--- src/rtl/vns3d_fifo.sv ---
// Short queue between the front and back parts.
module vns3d_fifo #(
  parameter int unsigned W = 8,
  parameter int unsigned DEPTH = 4
) (
  input  logic         clk_i,
  input  logic         rst_ni,
  input  logic         wr_i,
  input  logic [W-1:0] wdata_i,
  input  logic         rd_i,
  output logic         empty_o,
  output logic         full_o,
  output logic [W-1:0] rdata_o
);

  localparam int unsigned AW = $clog2(DEPTH);
  localparam int unsigned CNTW = $clog2(DEPTH + 1);
  logic [W-1:0]  mem_q [DEPTH];
  logic [AW-1:0] wp_q, rp_q;
  logic [CNTW-1:0] cnt_q;

  always_ff @(posedge clk_i or negedge rst_ni) begin
    if (!rst_ni) begin
      wp_q <= '0; rp_q <= '0; cnt_q <= '0;
    end else begin
      if (wr_i) wp_q <= (wp_q == AW'(DEPTH - 1)) ? '0 : wp_q + AW'(1);
      if (rd_i) rp_q <= (rp_q == AW'(DEPTH - 1)) ? '0 : rp_q + AW'(1);
      if (wr_i && !rd_i) cnt_q <= cnt_q + CNTW'(1);
      else if (rd_i && !wr_i) cnt_q <= cnt_q - CNTW'(1);
    end
  end

  always_ff @(posedge clk_i) begin
    if (wr_i) mem_q[wp_q] <= wdata_i;
  end

  assign rdata_o = mem_q[rp_q];
  assign empty_o = (cnt_q == '0);
  assign full_o  = (cnt_q == CNTW'(DEPTH));

endmodule

--- config.mk ---
export PLATFORM = sky130hd
export DESIGN_NAME = vns3d_fifo
export DESIGN_NICKNAME = d
export VERILOG_FILES = /design/src/rtl/vns3d_fifo.sv
export SDC_FILE = /design/constraint.sdc
export NUM_CORES = 1
export LEC_CHECK = 0
export BUFFER_PORTS_ARGS = -buffer_cell sky130_fd_sc_hd__buf_2
export CORE_MARGIN = 2
export CORE_UTILIZATION = 49
export DETAILED_ROUTE_END_ITERATION = 6
export PLACE_DENSITY = 0.76
export SLEW_MARGIN = 20
export SYNTH_ARGS = -nofsm -noshare
export SYNTH_HDL_FRONTEND = slang
export SYNTH_SLANG_ARGS = --single-unit
--- constraint.sdc ---
create_clock -name clk_i -period 2.68 [get_ports clk_i]
set_input_delay 0.134 -clock clk_i [delete_from_list [all_inputs] [get_ports clk_i]]
set_output_delay 0.134 -clock clk_i [all_outputs]
set_load 0.05 [all_outputs]
; ---- Word level (Yosys, flattened, before mapping)
; Memory sizes are Yosys's and may differ from the RTL's.
; Cells that the tools add are included.
[word_totals]
regBits = 7
ram_bits = 32
input_bits = 12
out_inout_bits = 10
word_cells = 23
n_memories = 1
[memory_table]
columns = name, depth, word_bits, read_ports, rd_ports_with_merged_regs, wr, line_no
row1 = mem_q, 4, 8, 1, 0, 1, 18  ; logic [W-1:0] mem_q [DEPTH];
[op_classes]
n_addsub = 4
n_eq_ne = 3
mux = 6
reduce_logical = 6
[op_table]
columns = operator, n
row1 = 3-bit 2-to-1 mux, 2
row2 = "2-bit by 1-bit adder with 2-bit output, second input constant", 2
row3 = "2-bit equality test, second input constant", 2
row4 = 2-bit 2-to-1 mux, 2
row5 = "3-bit by 1-bit adder with 3-bit output, second input constant", 1
row6 = "3-bit equality test, second input constant", 1
row7 = 3-bit zero test, 1
row8 = "3-bit by 1-bit subtractor with 3-bit output, second input constant", 1
row9 = 1-bit logical AND, 2
row10 = 1-bit zero test, 2
row11 = 1-bit 2-to-1 mux, 2
row12 = 2-bit nonzero test, 1

; ---- Longest topological paths before layout
[logic_depth]
word_depth = 4
mapped_depth = 7
ltp_nobuf = 7

; ---- Worst setup path before layout
; No wires, ideal clock.
[synth_path]
kind = reg-to-output
start = register cnt_q[0]
end = output port full_o
arrival_ns = 1.581
required_time_ns = 2.546
slack_ns = 0.965
path_stages_with_launch = 2
n_path_buf = 0
path_cell_list = dfrtp_1 > nor3b_1
[synth_via]
elab_chain_len = 1
[synth_lines]
columns = item, line_no
row1 = start: declaration, 20  ; logic [CNTW-1:0] cnt_q;
row2 = start signal: assignment, 28  ; if (wr_i && !rd_i) cnt_q <= cnt_q + CNTW'(1);
row3 = start signal: assignment, 29  ; else if (rd_i && !wr_i) cnt_q <= cnt_q - CNTW'(1);
row4 = 3-bit equality test, 39  ; assign full_o = (cnt_q == CNTW'(DEPTH));
row5 = end: declaration, 12  ; output logic full_o,
; Every way passes these cells.

; ---- Worst setup path in the final report
[layout_path]
start = register rp_q[0]
end = output port rdata_o[1]
[layout_via]
elab_chain_len = 1
[layout_lines]
columns = item, line_no
row1 = start: declaration, 19  ; logic [AW-1:0] wp_q, rp_q;
row2 = start signal: assignment, 27  ; if (rd_i) rp_q <= (rp_q == AW'(DEPTH - 1)) ? '0 : rp_q + AW'(1);
row3 = memory 4 x 8 bit, --
row4 = end: declaration, 13  ; output logic [W-1:0] rdata_o
; Every way passes these cells.

==> results.json <==
{
  "run_status": "finished clean",
  "io_pins": 22,
  "wl_per_cell_um": 15.3,
  "routed_wl_mm": 2.42,
  "dpl.hpwl_mm": 1.63,
  "overflow": 0,
  "die_h_um": 60.6,
  "critical_path_class": "flop to output port",
  "drc_errors": 0,
  "drv_cap": 0,
  "holdPathEnd": "mem_q[3][1]",
  "finalHoldViolCount": 0,
  "grt_pass1_vias": 785,
  "core_region_area_um2": 3050,
  "layout-drive-gt1-share_pct": 34.2,
  "min_from": "wdata_i[1]",
  "min_period_ns": 2.02,
  "cp-start-kind": "flop",
  "drtAntennaViolNets": 0,
  "final_common_cell": "edfxtp_1",
  "fin_tns_setup_ns": 0,
  "die_w_um": 60.6,
  "syn_area_per_cell_um2": 19.9,
  "rr_startpoint": "wp_q[0]",
  "cp_max_fo": 11,
  "yosysSeqAreaShare_pct": 72.4,
  "fp.dieArea_um2": 3670,
  "viasPerCell": 4.97,
  "rsz0062_at_grt": "false",
  "antenna_found_initial": 0,
  "cts_made_buffers": 5,
  "area_growth_syn_to_layout_pct": 19.1,
  "dp.cells": 142,
  "cts_root_buf": "clkbuf_4",
  "clock-sinks": 39,
  "drt_pass1_iterations": 4,
  "dpl_cell_area_um2": 1710,
  "grt_pass1_wl_mm": 3.79,
  "grt_use_total_pct": 15.5,
  "p_leak_nw": 0.709,
  "regArea_um2": 1140,
  "cpPeakStageDelay_ns": 0.72,
  "crit_path_cell_trace": "mux4_2 > buf_2",
  "cts_tree": "built",
  "finalNonFillerCells": 158,
  "crit_start": "rp_q[0]",
  "cp-end-kind": "output port",
  "final_cell_mix": "32 x edfxtp_1, 21 x buf_2, 8 x mux4_2, 8 x dlygate4sd3_1, 7 x dfrtp_1",
  "ys_types": 18,
  "synth_cells": 79,
  "skew_ns": 0.0104,
  "fin_crit_sh_pct": 75.2,
  "syn_nets": 98,
  "insertion_delay_ns": 0.34,
  "power_per_cell_area_nw_per_um2": 1100,
  "fmax_ghz": 0.496,
  "crit_arrival_ns": 1.88,
  "tightest_slew_ns": 0.564,
  "postLayoutCellArea_um2": 1870,
  "post_cts_resize_count": 0,
  "nNetsFinal": 132,
  "grt_max_degree": 13,
  "routabilityCongestion": 0.633,
  "antenna_cells": 0,
  "drtIter0Drc": 15,
  "fp-row-count": 20,
  "start_util_pct": 51.4,
  "r2r_setup_slack_ns": 1.22,
  "ys_seq_elements": 39,
  "setup_viol": 0,
  "num-fill-cells": 254,
  "ys_warn_count": 0,
  "total_power_mw": 2.06,
  "numPortBuffers": 21,
  "synthesis.area_um2": 1570,
  "multi_input_area_um2": 399,
  "worstRegToRegCells": 3,
  "slew_headroom_pct": 62.4,
  "vias": 785,
  "hold_class": "input pin to flop",
  "hold_depth": 1,
  "cp.required_ns": 2.55,
  "clockBufferDepth": 2,
  "r2r-end": "mem_q[0][3]",
  "htreeDepth": 2,
  "crit_slowest_cell": "dfrtp_1",
  "drv_slew": 0,
  "cts.clk_slew.worst_paths_ns": 0.11,
  "ir_drop_uv": 401
}
[per-stage QoR]
step / setup WS (ns) / hold slack, ns / utilization (%)
after floorplan: 0.965 / -0.162 / -
after global placement: 1.02 / -0.0255 / 56.1
after detailed placement: 0.991 / -0.0242 / 56.1
after CTS: 0.598 / 0.00446 / 61.3
after global routing: 0.509 / 0.00622 / 61.3
final: 0.664 / 0.0235 / 61.3
[state kept, by name (all words and copies together), names as in the netlist]
name	cells
mem_q	32
cnt_q	3
rp_q	2
wp_q	2
[cell usage after synthesis, drive strengths merged]
cell / instances / area [um^2]
nand3: 1 / 5.00
mux2: 3 / 33.8
buf: 2 / 16.3
dfrtp: 7 / 175
inv: 5 / 18.8
nor3: 1 / 5.00
ha: 6 / 75.1
o21ai: 2 / 10.0
fa: 1 / 20.0
and2: 4 / 25.0
edfxtp: 32 / 961
nor3b: 1 / 7.51
mux4: 8 / 180
nor2: 2 / 7.51
xnor2: 1 / 8.76
nand2: 1 / 3.75
xor2: 2 / 17.5
[what timing repair did]
action / in CTS / in global routing
hold endpoints to repair: 34 / 0
hold buffers: 8 / 0
setup buffers: 0 / 0
[cell families after synthesis]
kind of cell	after synthesis	share of synthesized area (%)
adder cells (fa/ha/maj)	7	6.06
flip-flops	39	72.4
XOR/XNOR	3	1.67
AO/OA/AOI/OAI	2	0.637
buffers and inverters	7	2.23
AND/OR/NAND/NOR	10	3.43
multiplexers	11	13.6
[report_power, final]
group / switching (mW) / internal (mW)
sequential: 0.124 / 0.796
clock: 0.181 / 0.192
combinational: 0.489 / 0.277
total: 0.794 / 1.27
[critical path: cells and delay by family (launching register included)]
kind	cells	cell delay [ns]
multiplexers	1	0.59
buffers and inverters	1	0.23
flip-flops	1	0.72
[routing by layer]
layer  up-vias  routed length (um)  global-route usage, %
met5         -                   0                      0
met3         6                 104                   5.76
li1        371                   -                      -
met4         0                  42                   6.52
met2        15                1220                   24.7
met1       393                1050                   19.1
[worst max-delay path by stage]
stage,endpoint,slack [ns],cells past startpoint
after floorplan,full_o,0.96,1
final,rdata_o[1],0.66,2
after global routing,rdata_o[3],0.51,2
after CTS,rdata_o[1],0.60,2
after detailed placement,rdata_o[1],0.99,2
after global placement,rdata_o[1],1.02,2
[layout make-up]
| class | instances | area share [%] |
|---|---|---|
| clock buffer | 5 | 2.01 |
| clock inverter | 3 | 2.07 |
| inverter | 5 | 1.00 |
| multi-input combinational | 33 | 21.3 |
| sequential | 39 | 60.7 |
| tap | 44 | 2.94 |
| timing repair buffer | 29 | 9.90 |
No activity file was read; power rests on OpenSTA's default activity.
